==> config.mk <==
export PLATFORM = sky130hd
export DESIGN_NAME = rrt_ctrl
export DESIGN_NICKNAME = d
export VERILOG_FILES = /design/src/hw/rtl/rrt_pkg.sv /design/src/hw/rtl/rrt_ctrl.sv
export VERILOG_INCLUDE_DIRS = /design/src /design/src/hw/rtl
export SDC_FILE = /design/constraint.sdc
export NUM_CORES = 1
export LEC_CHECK = 0
export BUFFER_PORTS_ARGS = -buffer_cell sky130_fd_sc_hd__buf_2
export CAP_MARGIN = 15
export CORE_MARGIN = 2
export CORE_UTILIZATION = 50
export DETAILED_ROUTE_END_ITERATION = 10
export GPL_ROUTABILITY_DRIVEN = 0
export PLACE_DENSITY = 0.72
export SLEW_MARGIN = 20
export SYNTH_ARGS = -nofsm -noshare
export SYNTH_HDL_FRONTEND = slang
export SYNTH_SLANG_ARGS = --single-unit
==> constraint.sdc <==
create_clock -name clk_i -period 4.6 [get_ports clk_i]
set_input_delay 0.69 -clock clk_i [delete_from_list [all_inputs] [get_ports clk_i]]
set_output_delay 0.69 -clock clk_i [all_outputs]
set_load 0.005 [all_outputs]
==> src/hw/rtl/row_rank_transform_top_defines.svh <==
// ----------------------------------------------------------------------------
// row_rank_transform_top_defines
// Assertion macros used by the row rank transform controller (rrt_ctrl).
// ----------------------------------------------------------------------------
`ifndef ROW_RANK_TRANSFORM_TOP_DEFINES_SVH
`define ROW_RANK_TRANSFORM_TOP_DEFINES_SVH

`ifndef NO_ASSERTIONS
// Check a property on every clock edge out of reset.
`define RRT_ASSERT(lbl, prop, msg) \
  lbl: assert property (@(posedge clk_i) disable iff (!rst_ni) (prop)) else $error(msg);
// Check that a condition implies a consequence in the next cycle.
`define RRT_ASSERT_NEXT(lbl, ante, cons, msg) \
  lbl: assert property (@(posedge clk_i) disable iff (!rst_ni) (ante) |=> (cons)) \
    else $error(msg);
`else
`define RRT_ASSERT(lbl, prop, msg)
`define RRT_ASSERT_NEXT(lbl, ante, cons, msg)
`endif

`endif

==> src/hw/rtl/rrt_pkg.sv <==
// ----------------------------------------------------------------------------
// rrt_pkg
// Types and constants of the row rank transform.
// ----------------------------------------------------------------------------
`default_nettype none

package rrt_pkg;

  localparam int SAMPLE_W = 32;
  localparam int RANK_W   = 7;

  typedef enum logic [1:0] {
    ST_FILL,
    ST_RANK,
    ST_DRAIN
  } rrt_state_e;

  typedef struct packed {
    logic load;
    logic step;
    logic drain;
    logic asc;
  } cell_ctrl_t;

endpackage

`default_nettype wire

==> src/hw/rtl/rrt_ctrl.sv <==
// ----------------------------------------------------------------------------
// rrt_ctrl
// Row sequencer: fill, rank pass and drain, plus the order register.
// ----------------------------------------------------------------------------
`default_nettype none
`include "row_rank_transform_top_defines.svh"

module rrt_ctrl import rrt_pkg::*; #(
  parameter int ROW_CAPACITY = 64
) (
  input  logic                              clk_i,
  input  logic                              rst_ni,
  input  logic                              in_valid_i,
  output logic                              in_ready_o,
  input  logic                              row_end_i,
  output logic                              out_valid_o,
  input  logic                              out_ready_i,
  output logic                              run_end_o,
  output logic                              overflow_flag_o,
  input  logic                              cfg_valid_i,
  output logic                              cfg_ready_o,
  input  logic                              ascending_order_i,
  output logic                              wr_en_o,
  output logic [$clog2(ROW_CAPACITY)-1:0]   wr_idx_o,
  output logic [$clog2(ROW_CAPACITY+1)-1:0] elem_cnt_o,
  output cell_ctrl_t                        cell_ctrl_o
);

  localparam int IDX_W  = $clog2(ROW_CAPACITY);
  localparam int CNT1_W = $clog2(ROW_CAPACITY + 1);
  localparam logic [CNT1_W-1:0] CapCnt   = CNT1_W'(ROW_CAPACITY);
  localparam logic [IDX_W-1:0]  LastStep = IDX_W'(ROW_CAPACITY - 1);

  rrt_state_e         state_q, state_d;
  logic [CNT1_W-1:0]  elem_cnt_q, elem_cnt_d;
  logic               dropped_q, dropped_d;
  logic               asc_q;
  logic [IDX_W-1:0]   step_q, step_d;
  logic [IDX_W-1:0]   col_q, col_d;
  logic               in_fire, out_fire, full, last_col, rank_done;

  assign full      = elem_cnt_q == CapCnt;
  assign in_fire   = in_valid_i && in_ready_o;
  assign out_fire  = out_valid_o && out_ready_i;
  assign last_col  = (CNT1_W'(col_q) + CNT1_W'(1)) == elem_cnt_q;
  assign rank_done = step_q == LastStep;

  // next state
  always_comb begin
    state_d = state_q;
    case (state_q)
      ST_FILL: begin
        if (in_fire && row_end_i) begin
          state_d = ST_RANK;
        end
      end
      ST_RANK: begin
        if (rank_done) begin
          state_d = ST_DRAIN;
        end
      end
      ST_DRAIN: begin
        if (out_fire && last_col) begin
          state_d = ST_FILL;
        end
      end
      default: state_d = ST_FILL;
    endcase
  end

  // outputs
  always_comb begin
    in_ready_o        = 1'b0;
    out_valid_o       = 1'b0;
    cell_ctrl_o.load  = 1'b0;
    cell_ctrl_o.step  = 1'b0;
    cell_ctrl_o.drain = 1'b0;
    case (state_q)
      ST_FILL:  in_ready_o = 1'b1;
      ST_RANK: begin
        cell_ctrl_o.load = step_q == '0;
        cell_ctrl_o.step = step_q != '0;
      end
      ST_DRAIN: begin
        out_valid_o       = 1'b1;
        cell_ctrl_o.drain = out_ready_i;
      end
      default: in_ready_o = 1'b0;
    endcase
    cell_ctrl_o.asc = asc_q;
  end

  always_comb begin
    elem_cnt_d = elem_cnt_q;
    dropped_d  = dropped_q;
    step_d     = step_q;
    col_d      = col_q;
    if (in_fire) begin
      if (full) begin
        dropped_d = 1'b1;
      end else begin
        elem_cnt_d = elem_cnt_q + CNT1_W'(1);
      end
      step_d = '0;
      col_d  = '0;
    end
    if (state_q == ST_RANK) begin
      step_d = step_q + IDX_W'(1);
    end
    if (out_fire) begin
      col_d = col_q + IDX_W'(1);
      if (last_col) begin
        elem_cnt_d = '0;
        dropped_d  = 1'b0;
      end
    end
  end

  always_ff @(posedge clk_i or negedge rst_ni) begin
    if (!rst_ni) begin
      state_q    <= ST_FILL;
      elem_cnt_q <= '0;
      dropped_q  <= 1'b0;
      asc_q      <= 1'b1;
      step_q     <= '0;
      col_q      <= '0;
    end else begin
      state_q    <= state_d;
      elem_cnt_q <= elem_cnt_d;
      dropped_q  <= dropped_d;
      step_q     <= step_d;
      col_q      <= col_d;
      if (cfg_valid_i && cfg_ready_o) begin
        asc_q <= ascending_order_i;
      end
    end
  end

  assign cfg_ready_o     = 1'b1;
  assign wr_en_o         = in_fire && !full;
  assign wr_idx_o        = elem_cnt_q[IDX_W-1:0];
  assign elem_cnt_o      = elem_cnt_q;
  assign run_end_o       = last_col;
  assign overflow_flag_o = dropped_q;

  `RRT_ASSERT(a_no_overlap, !(in_ready_o && out_valid_o), "input and output phases overlap")
  `RRT_ASSERT(a_cnt_bound, elem_cnt_q <= CapCnt, "element count beyond row capacity")
  `RRT_ASSERT(a_drain_nonempty, !out_valid_o || (elem_cnt_q != '0), "drain with empty row")
  `RRT_ASSERT_NEXT(a_rank_len, (state_q == ST_RANK) && rank_done, state_q == ST_DRAIN,
                   "rank pass did not end on time")
  `RRT_ASSERT_NEXT(a_row_close, out_fire && last_col, in_ready_o && (elem_cnt_q == '0),
                   "row not closed after last result")

endmodule

`default_nettype wire
==> impl_metrics.py <==
metrics = {
    "hold_path": {
        "hold_path.class": "in2async",
    },
    "clocking": {
        "cts_tree": "yes",
        "ctsHoldBuffers": 0,
        "cts_root_buffer": "clkbuf_4",
        "insertion_delay_ps": 310,
        "postCtsSetupRepairBufs": 0,
        "cts_buffers": 3,
        "ctsResizeCount": 0,
        "clock-sinks": 23,
        "htree_num_levels": 1,
        "clkTransAtPathRegs_ps": 130,
        "clockBufferDepth": 2,
    },
    "yosys": {
        "synth_top_family_by_area": "simple AND/OR/NAND/NOR gates",
        "ys_async_sr_fraction": 1.00,
        "synth-edff-count": 0,
        "synth.mux.area_fraction": 0.0147,
        "yosys.area_share.simple": 0.203,
        "yosysSeqAreaShare": 0.399,
        "synth-xor-area-share": 0.0936,
        "synth_compound_area_frac": 0.163,
        "ys.flop_type": "dfrtp_1",
        "synthAdderAreaFrac": 0.0433,
        "ys_seq_elements": 23,
        "ys_types": 40,
        "avgSynthCellArea_sq_um": 9.38,
        "syn-num-nets": 166,
        "yosys_warnings": 0,
        "synthCells": 154,
        "syn_area_sq_um": 1440,
    },
    "grt": {
        "grt.total_usage": 0.203,
        "antenna_found_initial": 0,
        "grt_start_max_net_pins": 24,
        "gr-total-overflow": 0,
        "grt_pass1_wl_microns": 5320,
        "grt_pass1_vias": 1144,
    },
    "finish": {
        "final_common_cell": "buf_2",
        "layout-drive-gt1-share": 0.218,
        "antenna_cells": 0,
        "final_cell_mix": "buf_2 (28), dfrtp_1 (22), nor2_1 (18)",
        "nets": 187,
        "fin_cells": 205,
        "area_growth_pct": 7.80,
        "final_core_util": 0.564,
    },
    "setup_path": {
        "startpoint": "col_q[0]",
        "path_max_fanout": 7,
        "slowest_delay_ps": 480,
        "reg2reg_from": "col_q[0]",
        "path_cells": "ha_1, xor3_1, a2111o_1, a211oi_1, buf_2",
        "arrival_ps": 2270,
        "cp-start-kind": "register",
        "path_class": "reg2out",
        "setup.worst_path.end_class": "output port",
        "worst_ep_required_time_ps": 3910,
        "critPathSlowestCell": "dfrtp_1",
    },
    "route": {
        "dr.pass1.iters": 4,
        "wl_per_cell_microns": 15.1,
        "num_vias": 1163,
        "antenna_left": 0,
        "viasPerCell": 5.67,
        "drc": 0,
        "drt-total-wl_microns": 3100,
        "drtIter0Drc": 30,
    },
    "power": {
        "p_int_w": 0.000407,
        "clkPwrFrac": 0.140,
        "leakage_nw": 0.781,
        "ir_worst_vdd_mv": 0.349,
        "powerDensity_nw_per_um2": 436,
        "p_seq_frac": 0.480,
        "power_switching_w": 0.000272,
        "swShare": 0.400,
        "pwr-share-comb": 0.380,
    },
    "timing": {
        "setup_ws_ps": 1640,
        "setup_violations": 0,
        "hold_viol": 0,
        "slew_violations": 0,
        "rsz0062_at_grt": "false",
        "finalCriticalPeriod_ps": 2960,
        "fmax_ghz": 0.338,
        "fin_skew_ps": 6.58,
        "slew_headroom": 0.529,
        "fin_crit_sh": 0.643,
        "tightest_slew_ps": 703,
        "setup_tns_ps": 0,
    },
    "die": {
        "io_pins": 30,
        "die_y_microns": 57.7,
        "initial_utilization": 0.524,
        "dieWidth_microns": 57.7,
        "die-area_sq_um": 3330,
        "core_sq_um": 2760,
        "rows": 19,
    },
    "run_status": {
        "status": "completed",
    },
    "run": {
        "maxCapViolCount": 0,
    },
    "placed_design": {
        "hpwl_microns": 2240,
        "place.detailed.instances": 201,
        "place_ws_ps": 2030,
        "portBuffers": 28,
    },
}
flip-flops by register name, indices dropped and copies added, names as in the netlist:
name             flops
step_q               6
overflow_flag_o      1
elem_cnt_o           7
asc_q                1
state_q              2
col_q                6
area by class of cell:
cell class / count / area (sq um)
Fill cell: 255 / 1200
Multi-Input combinational cell: 113 / 751
Sequential cell: 23 / 577
Timing Repair Buffer: 28 / 140
Tap cell: 31 / 38.8
Clock buffer: 3 / 22.5
Inverter: 6 / 22.5
Clock inverter: 1 / 5.00
cell usage after synthesis (2+ instances only):
cell	n	area (sq um)
a211oi_1	2	15.0
o21ai_0	14	70.1
xor3_1	2	47.6
o31ai_1	2	15.0
xor2_1	5	43.8
nand3_1	2	10.0
inv_1	6	22.5
nand4_1	6	37.5
nand2_1	15	56.3
nor2_1	18	67.6
dfrtp_1	22	551
a22o_1	2	17.5
and3_1	5	31.3
xnor2_1	5	43.8
a31oi_1	3	18.8
nor2b_1	3	18.8
ha_1	5	62.6
buf_6	2	22.5
nor3_1	2	10.0
buf_4	9	67.6
a21oi_1	5	25.0
power by group through the flow:
stage / Clock (W) / Combinational, W / Sequential, W
after floorplan: 0 / 0.000194 / 0.000313
after global placement: 0 / 0.000250 / 0.000328
after detailed placement: 0 / 0.000259 / 0.000330
after CTS: 0.0000991 / 0.000262 / 0.000326
after global routing: 0.000107 / 0.000299 / 0.000337
final: 0.0000951 / 0.000258 / 0.000326
path summary, 6_finish.rpt:
kind	slack, ps	end	depth (start not counted)
max	1640	run_end_o	5
max reg2reg	2170	overflow_flag_o	6
min reg2reg	530	overflow_flag_o	2
max in group asynchronous	3910	asc_q	1
min in group clk_i	530	overflow_flag_o	2
min	330	elem_cnt_o[6]	1
layer usage:
layer	track usage	up-vias	wire (microns)
met2	0.336	25	1540
met1	0.267	561	1390
met5	0	-	0
met3	0.0313	4	127
met4	0.0797	0	35
li1	-	573	-
per-stage QoR:
stage / power, W / area (sq um) / hold slack (ps)
4_1_cts: 0.000687 / 1560 / 336
2_1_floorplan: 0.000507 / 1440 / 394
6_report: 0.000679 / 1560 / 329
5_1_grt: 0.000743 / 1560 / 347
3_5_place_dp: 0.000589 / 1530 / 509
3_3_place_gp: 0.000579 / 1530 / 489
worst max-delay path: cells and delay by family, from the launching register on:
family	cells	cell delay, ps
AOI/OAI and AO/OA	2	670
DFF	1	480
xor gates and xnor gates	1	370
adders and majority gates	1	290
buffers and inverters	1	140
kinds of logic after synthesis:
family	count (synthesis)
flip-flops	23
other	1
buffers and inverters	18
XOR/XNOR	12
AND/OR/NAND/NOR	59
adder cells (fa/ha/maj)	5
AO/OA/AOI/OAI	34
multiplexers	2
Note: power is estimated with default switching activity, not from simulation.
