[config.mk]
export PLATFORM = sky130hd
export DESIGN_NAME = rrt_cell
export DESIGN_NICKNAME = d
export VERILOG_FILES = /design/src/hw/rtl/row_rank_transform_top_defines.svh /design/src/hw/rtl/rrt_pkg.sv /design/src/hw/rtl/rrt_cell.sv
export SDC_FILE = /design/constraint.sdc
export NUM_CORES = 1
export LEC_CHECK = 0
export BUFFER_PORTS_ARGS = -buffer_cell sky130_fd_sc_hd__buf_2
export CORE_ASPECT_RATIO = 1.1
export CORE_MARGIN = 2
export CORE_UTILIZATION = 35
export DETAILED_ROUTE_END_ITERATION = 8
export PLACE_DENSITY = 0.72
export REMOVE_ABC_BUFFERS = 1
export SYNTH_ARGS = -nofsm -noshare
export SYNTH_HDL_FRONTEND = slang
export SYNTH_SLANG_ARGS = --single-unit
export TNS_END_PERCENT = 20
[constraint.sdc]
create_clock -name clk_i -period 3.66 [get_ports clk_i]
set_input_delay 0.549 -clock clk_i [delete_from_list [all_inputs] [get_ports clk_i]]
set_output_delay 0.549 -clock clk_i [all_outputs]
set_load 0.02 [all_outputs]
[src/hw/rtl/row_rank_transform_top_defines.svh]
// ----------------------------------------------------------------------------
// row_rank_transform_top_defines
// Assertion macros used by the row rank transform controller (rrt_ctrl).
// ----------------------------------------------------------------------------
`ifndef ROW_RANK_TRANSFORM_TOP_DEFINES_SVH
`define ROW_RANK_TRANSFORM_TOP_DEFINES_SVH

`ifndef NO_ASSERTIONS
// Check a property on every clock edge out of reset.
`define RRT_ASSERT(lbl, prop, msg) \
  lbl: assert property (@(posedge clk_i) disable iff (!rst_ni) (prop)) else $error(msg);
// Check that a condition implies a consequence in the next cycle.
`define RRT_ASSERT_NEXT(lbl, ante, cons, msg) \
  lbl: assert property (@(posedge clk_i) disable iff (!rst_ni) (ante) |=> (cons)) \
    else $error(msg);
`else
`define RRT_ASSERT(lbl, prop, msg)
`define RRT_ASSERT_NEXT(lbl, ante, cons, msg)
`endif

`endif

[src/hw/rtl/rrt_pkg.sv]
// ----------------------------------------------------------------------------
// rrt_pkg
// Types and constants of the row rank transform.
// ----------------------------------------------------------------------------
`default_nettype none

package rrt_pkg;

  localparam int SAMPLE_W = 32;
  localparam int RANK_W   = 7;

  typedef enum logic [1:0] {
    ST_FILL,
    ST_RANK,
    ST_DRAIN
  } rrt_state_e;

  typedef struct packed {
    logic load;
    logic step;
    logic drain;
    logic asc;
  } cell_ctrl_t;

endpackage

`default_nettype wire

[src/hw/rtl/rrt_cell.sv]
// ----------------------------------------------------------------------------
// rrt_cell
// One column of the rank chain: stored key, circulating probe, rank count.
// ----------------------------------------------------------------------------
`default_nettype none

module rrt_cell import rrt_pkg::*; #(
  parameter int ROW_CAPACITY = 64,
  parameter int KEY_W        = 32,
  parameter int CELL_IDX     = 0
) (
  input  logic                                  clk_i,
  input  logic                                  rst_ni,
  input  cell_ctrl_t                            ctrl_i,
  input  logic                                  wr_en_i,
  input  logic signed [KEY_W-1:0]               wr_key_i,
  input  logic [$clog2(ROW_CAPACITY+1)-1:0]     elem_cnt_i,
  input  logic signed [KEY_W-1:0]               nbr_key_i,
  input  logic signed [KEY_W-1:0]               nbr_probe_key_i,
  input  logic [$clog2(ROW_CAPACITY)-1:0]       nbr_probe_idx_i,
  input  logic                                  nbr_probe_vld_i,
  input  logic [$clog2(ROW_CAPACITY)-1:0]       nbr_cnt_i,
  output logic signed [KEY_W-1:0]               key_o,
  output logic signed [KEY_W-1:0]               probe_key_o,
  output logic [$clog2(ROW_CAPACITY)-1:0]       probe_idx_o,
  output logic                                  probe_vld_o,
  output logic [$clog2(ROW_CAPACITY)-1:0]       cnt_o
);

  localparam int IDX_W  = $clog2(ROW_CAPACITY);
  localparam int CNT1_W = $clog2(ROW_CAPACITY + 1);
  localparam int NEXT   = (CELL_IDX + 1) % ROW_CAPACITY;
  localparam logic [IDX_W-1:0]  SelfIdx = IDX_W'(CELL_IDX);
  localparam logic [IDX_W-1:0]  NextIdx = IDX_W'(NEXT);
  localparam logic [CNT1_W-1:0] NextCnt = CNT1_W'(NEXT);

  logic signed [KEY_W-1:0] key_q;
  logic signed [KEY_W-1:0] probe_key_q, probe_key_d;
  logic [IDX_W-1:0]        probe_idx_q, probe_idx_d;
  logic                    probe_vld_q, probe_vld_d;
  logic [IDX_W-1:0]        cnt_q, cnt_d;
  logic                    hit;

  always_ff @(posedge clk_i) begin
    if (wr_en_i) begin
      key_q <= wr_key_i;
    end
  end

  always_comb begin
    if (probe_key_q == key_q) begin
      hit = probe_idx_q < SelfIdx;
    end else if (ctrl_i.asc) begin
      hit = probe_key_q < key_q;
    end else begin
      hit = probe_key_q > key_q;
    end
    hit = hit && probe_vld_q;
  end

  always_comb begin
    probe_key_d = probe_key_q;
    probe_idx_d = probe_idx_q;
    probe_vld_d = probe_vld_q;
    cnt_d       = cnt_q;
    if (ctrl_i.load) begin
      probe_key_d = nbr_key_i;
      probe_idx_d = NextIdx;
      probe_vld_d = NextCnt < elem_cnt_i;
      cnt_d       = '0;
    end else if (ctrl_i.step) begin
      probe_key_d = nbr_probe_key_i;
      probe_idx_d = nbr_probe_idx_i;
      probe_vld_d = nbr_probe_vld_i;
      cnt_d       = cnt_q + IDX_W'(hit);
    end else if (ctrl_i.drain) begin
      cnt_d = nbr_cnt_i;
    end
  end

  always_ff @(posedge clk_i or negedge rst_ni) begin
    if (!rst_ni) begin
      probe_vld_q <= 1'b0;
      cnt_q       <= '0;
    end else begin
      probe_vld_q <= probe_vld_d;
      cnt_q       <= cnt_d;
    end
  end

  always_ff @(posedge clk_i) begin
    probe_key_q <= probe_key_d;
    probe_idx_q <= probe_idx_d;
  end

  assign key_o       = key_q;
  assign probe_key_o = probe_key_q;
  assign probe_idx_o = probe_idx_q;
  assign probe_vld_o = probe_vld_q;
  assign cnt_o       = cnt_q;

endmodule

`default_nettype wire

==> flow_summary.toml, run 1 <==
[drt]
ant_nets = 0
wl_per_cell_um = 14.3
routed_wl_um = 9010
dr.pass1.iters = 4
drc_errors = 0
via_count = 2895
drt-vias-per-instance = 4.60
drt_first_iter_violations = 99

[timing]
tightest_slew_ns = 0.846
fin_crit_sh_pct = 83.1
fin_ws_ns = 0.620
finalSetupViolations = 0
whs_ns = 0.0436
slew_viol_final = 0
relSlewSlack_pct = 43.6
period_minus_slack_ns = 3.04
tns_ns = 0
hold_viol_final = 0
rsz0062_at_grt = "false"
skew_ns = 0.00337
fmax_mhz = 329

[placed_design]
post-place-cells = 614
gp_congestion = 0.756
io_buffers = 198
place_ws_ns = 0.556
place_area_mm2 = 0.00493
dp.final_hpwl_um = 7020

[global_routing]
grt_max_degree = 33
antenna_found_initial = 0
track_usage_pct = 15.4
grt_pass1_vias = 2955
grt_overflow = 0
grt_first_pass_wirelength_um = 13600

[setup_path]
crit_type = "register to register"
cp.arrival_ns = 3.28
cp-start-kind = "register"
cp-end-kind = "register"
reg2reg_depth = 12
crit_required_ns = 3.90
crit_fanout = 3

[job]
drv_cap = 0

[floorplan]
core_mm2 = 0.0104
die_y_um = 113
dieWidth_um = 103
io_pins = 200
rows = 39
start_util_pct = 36.2
die_area_mm2 = 0.0116

[clock_tree]
ctsRootBufferMaster = "clkbuf_16"
postCtsHoldBufs = 0
cts.sinks = 77
clock_path_buffers = 2
cts_tree = "yes"
post_cts_resized = 0
clk_pin_slew_ns = 0.06
clock_latency_ns = 0.33
post_cts_buffers = 0
numCtsBuffers = 9
cts_htree_levels = 3

[synthesis]
synth_top_area_share_pct = 50.9
yosys.area.top_type = "edfxtp_1"
ys_ff_latch = 77
yosysUniqueCellTypes = 35
ys.warnings.count = 0
yosys-top-cells-area = "edfxtp_1 (51%), ha_1 (11%), mux2_2 (9.5%)"
syn_avg_cell_area_um2 = 13.5
netlist_area_mm2 = 0.00378
syn_inst = 280
yosysSeqAreaShare_pct = 58.7

[finish]
fillers = 977
seq_area_mm2 = 0.00222
fin_nets = 639
mostFrequentLayoutCells = "buf_2 (198), edfxtp_1 (64), ha_1 (34)"
final_common_cell = "buf_2"
layout-drive-gt1-share_pct = 51.5
syn_to_final_growth_pct = 37.8
final_cells = 630
design_area_mm2 = 0.00521
multiInputGateArea_mm2 = 0.00141
diodes = 0

[power_and_ir_drop]
power_density_mw_per_mm2 = 464
p_leak_nw = 2.49
ir_worst_vdd_mv = 0.233

[worst_hold_path]
hp-class = "input pin to asynchronous set/reset pin"

[status]
status = "completed"
==> stage by stage <==
stage	utilization [%]	power, mW
detailed placement	47.2	1.59
finish	49.9	2.42
CTS	49.9	2.45
floorplan	-	1.38
global placement	47.2	1.58
global route	49.9	2.54
==> layer usage <==
metal	vias up	GRT usage, %	wire [um]
met5	-	0	0
met4	0	6.05	144
met3	10	3.46	649
met2	109	28.0	4730
met1	1344	17.2	3490
li1	1432	-	-
==> worst paths after layout <==
kind,startpoint,to,slack (ns)
max in group asynchronous,rst_ni,cnt_o[5],3.46
worst max-delay path,probe_key_o[14],cnt_o[4],0.62
worst min-delay path,rst_ni,cnt_o[2],0.04
min in group clk_i,wr_key_i[14],key_o[14],0.39
worst min register to register,probe_idx_o[2],probe_idx_o[2],0.49
worst max register to register,probe_key_o[14],cnt_o[4],0.62
==> kinds of logic (layout without fill, tap and decap cells) <==
logic type | count (synthesis) | in the layout | synth area share [%]
flops | 77 | 77 | 58.7
fa+ha+maj | 34 | 34 | 11.3
compound gates | 38 | 38 | 6.66
xor+xnor | 5 | 5 | 1.16
mux | 40 | 40 | 11.7
buf+inv | 40 | 247 | 3.97
simple gates | 46 | 46 | 6.62
==> critical path, stage by stage (launching register included) <==
cell and delay, ns:
edfxtp_1 0.41, ha_1 0.35, nand4_2 0.11, or4_4 0.57
a21o_1 0.18, a31oi_2 0.20, nor3_1 0.10, nor3b_2 0.20
ha_1 0.20, ha_1 0.18, nand3_1 0.10, xor2_1 0.15
a211oi_1 0.21
==> power by group <==
group          leakage (nW)  switching [mW]  internal (mW)  total (mW)
registers             0.779          0.0428           1.04        1.09
clock network         0.143           0.330          0.520       0.851
logic                  1.57           0.277          0.205       0.482
total                  2.49           0.650           1.77        2.42
==> cells in the mapped netlist <==
library cell and number:
edfxtp_1 64, ha_1 34, inv_1 32, mux2_2 32
a21oi_1 14, nor2_1 13, a211oi_1 8, clkbuf_1 8
mux2i_1 8, nand2_1 8, dfrtp_1 7, nor2b_1 7
dfxtp_1 6, nand3_1 6, nand4_1 4, a21o_1 3
o21ai_0 3, xnor2_1 3, o21ai_1 2, o31ai_1 2
xor2_1 2, a2111o_1 1, a211o_1 1, a221o_1 1
a221oi_1 1, a31oi_2 1, and4_1 1, nand2b_2 1
nand4_2 1, nor3_1 1, nor3b_2 1, o211ai_1 1
or2_2 1, or4_1 1, or4_4 1
==> flip-flops by register name, summed over array words and instances (netlist names) <==
name         cells
key_o           32
probe_key_o     32
probe_idx_o      6
probe_vld_o      1
cnt_o            6
==> area by class of cell <==
| type | instances | area share [%] |
|---|---|---|
| timing repair buffer | 199 | 19.2 |
| tap | 143 | 3.44 |
| clock inverter | 6 | 1.03 |
| inverter | 32 | 2.31 |
| sequential | 77 | 42.6 |
| multi-input combinational | 163 | 27.1 |
| clock buffer | 10 | 4.40 |
No activity file was read; power rests on OpenSTA's default activity.
==> inputs of run 2 (changes only) <==
- clock period: 3.66 -> 2.94 ns (I/O delays scaled with it)
==> run 2 against run 1 <==
The run now ends with negative setup slack left. Sequential share of layout area shrank 3.0 points. Worst setup slack lost 0.62 ns. Fmax grew 3.4%. Utilization grew 3.8 points. Total power grew 34%. Final cell count grew 3.3%. Hold slack gained 0.24 ns. Clock skew is essentially flat. Sequential cell count is the same. Register-to-register slack lost 0.62 ns.
==> flow_summary.toml, run 2 (same netlist as run 1, synthesis figures left out) <==
[status]
violations = "negative setup slack"
status = "finished with violations"

[setup_path]
r2r-end = "cnt_o[4]"
cp.arrival_ns = 3.18
crit_fanout = 2
r2r_slack_ns = -0.0008
crit_type = "register to register"
crit_required_ns = 3.18
reg2reg_depth = 13
crit_end = "cnt_o[4]"
r2r-start = "key_o[17]"
cp-start-kind = "register"
cp-startpoint = "key_o[17]"
cp-end-kind = "register"

[finish]
fillers = 932
layout-drive-gt1-share_pct = 58.1
fin_nets = 660
seq_area_mm2 = 0.00222
final_common_cell = "buf_2"
final_cells = 651
syn_to_final_growth_pct = 48.2
mostFrequentLayoutCells = "buf_2 (198), edfxtp_1 (64), mux2_2 (32)"
diodes = 0
design_area_mm2 = 0.00560
multiInputGateArea_mm2 = 0.00161

[timing]
rsz0062_at_grt = "true"
period_minus_slack_ns = 2.94
whs_ns = 0.281
fmax_mhz = 340
hold_viol_final = 0
slew_viol_final = 0
finalSetupViolations = 1
relSlewSlack_pct = 45.0
fin_ws_ns = -0.000750
fin_crit_sh_pct = 100
tightest_slew_ns = 0.824
skew_ns = 0.00308

[drt]
drt-vias-per-instance = 4.62
ant_nets = 0
via_count = 3007
routed_wl_um = 9470
drt_first_iter_violations = 53
dr.pass1.iters = 4
wl_per_cell_um = 14.5
drc_errors = 0

[power_and_ir_drop]
switching_share_pct = 27.0
internal-power_mw = 2.36
ir_worst_vdd_mv = 0.248
comb_power_share_pct = 21.9
finalPower_mw = 3.24
p_clk_share_pct = 36.1
sequentialPowerShare_pct = 42.0
power_density_mw_per_mm2 = 578
power.switching_mw = 0.875
p_leak_nw = 2.60

[floorplan]
io_pins = 200
rows = 39
dieWidth_um = 103
die_area_mm2 = 0.0116
core_mm2 = 0.0104
die_y_um = 113
start_util_pct = 36.2

[clock_tree]
clk_pin_slew_ns = 0.06
ctsRootBufferMaster = "clkbuf_16"
clock_latency_ns = 0.33
cts_htree_levels = 3
cts.sinks = 77
numCtsBuffers = 9
cts_tree = "yes"
clock_path_buffers = 2

[placed_design]
post-place-cells = 628
dp.final_hpwl_um = 7140
place_area_mm2 = 0.00503
place_ws_ns = -0.180
gp_congestion = 0.771
io_buffers = 198

[global_routing]
grt_overflow = 0
grt_max_degree = 33
track_usage_pct = 16.1
antenna_found_initial = 0
grt_first_pass_wirelength_um = 14300
grt_pass1_vias = 3126

[job]
drv_cap = 0

[worst_hold_path]
hp-class = "input pin to register"
-- run 2: cell types whose count changed in the layout (fill, tap and decap cells not counted), moves of 3 or more --
cell and change:
a21oi_2 +3, ha_1 -10, a21oi_1 -3, buf_4 +20, ha_4 +10
-- run 2: power by group through the flow --
| stage | clock [mW] | sequential (mW) | combinational, mW |
|---|---|---|---|
| 3_3_place_gp | 0 | 1.37 | 0.626 |
| 6_report | 1.17 | 1.36 | 0.709 |
| 4_1_cts | 1.21 | 1.35 | 0.676 |
| 2_1_floorplan | 0 | 1.50 | 0.218 |
| 5_1_grt | 1.24 | 1.37 | 0.783 |
| 3_5_place_dp | 0 | 1.37 | 0.641 |
-- run 2: how the worst min path moves through the flow --
stage / startpoint / endpoint / cells after the start
5_1_grt: wr_key_i[15] / key_o[15] / 1
4_1_cts: wr_key_i[12] / key_o[12] / 1
3_3_place_gp: rst_ni / cnt_o[5] / 1
2_1_floorplan: rst_ni / cnt_o[0] / 0
6_report: wr_key_i[15] / key_o[15] / 1
3_5_place_dp: rst_ni / cnt_o[4] / 1
-- run 2: timing repair --
item	CTS	global route
cloned	0	0
buffers inserted	4	2
endpoints found under the hold margin	7	0
endpoints found under the setup margin	4	5
pin swaps	15	11
gates resized for setup	11	18
hold buffers	1	0
-- run 2: cell type report --
type | instances | area share (%)
multi-input cells | 163 | 28.8
repair buffers | 220 | 20.7
well taps | 143 | 3.19
flip-flops and latches | 77 | 39.6
clock inverters | 7 | 1.61
inverters | 32 | 2.14
clock buffers | 9 | 4.02
-- run 2: stage by stage --
stage | util [%] | TNS, ns
after floorplan | - | 0
after global placement | 48.2 | -0.0651
after detailed placement | 48.2 | -0.353
after CTS | 52.3 | -0.0875
after global routing | 53.6 | -0.387
final | 53.6 | -0.000750
-- run 2: routing by layer --
metal	up-vias	GRT usage (%)	wire, um
met1	1413	17.7	3660
met5	-	0	0
li1	1471	-	-
met3	14	3.34	587
met4	0	8.25	217
met2	109	28.7	5000
-- run 2: worst max-delay path, stage by stage (launching register included) --
cell      delay [ns]
edfxtp_1        0.41
inv_2           0.09
ha_4            0.20
a21oi_2         0.14
o21ai_1         0.09
a221o_1         0.33
a2111o_1        0.43
o21ai_1         0.15
nor3b_4         0.25
ha_4            0.18
ha_4            0.13
nand3_2         0.08
xor2_1          0.15
a211oi_1        0.21
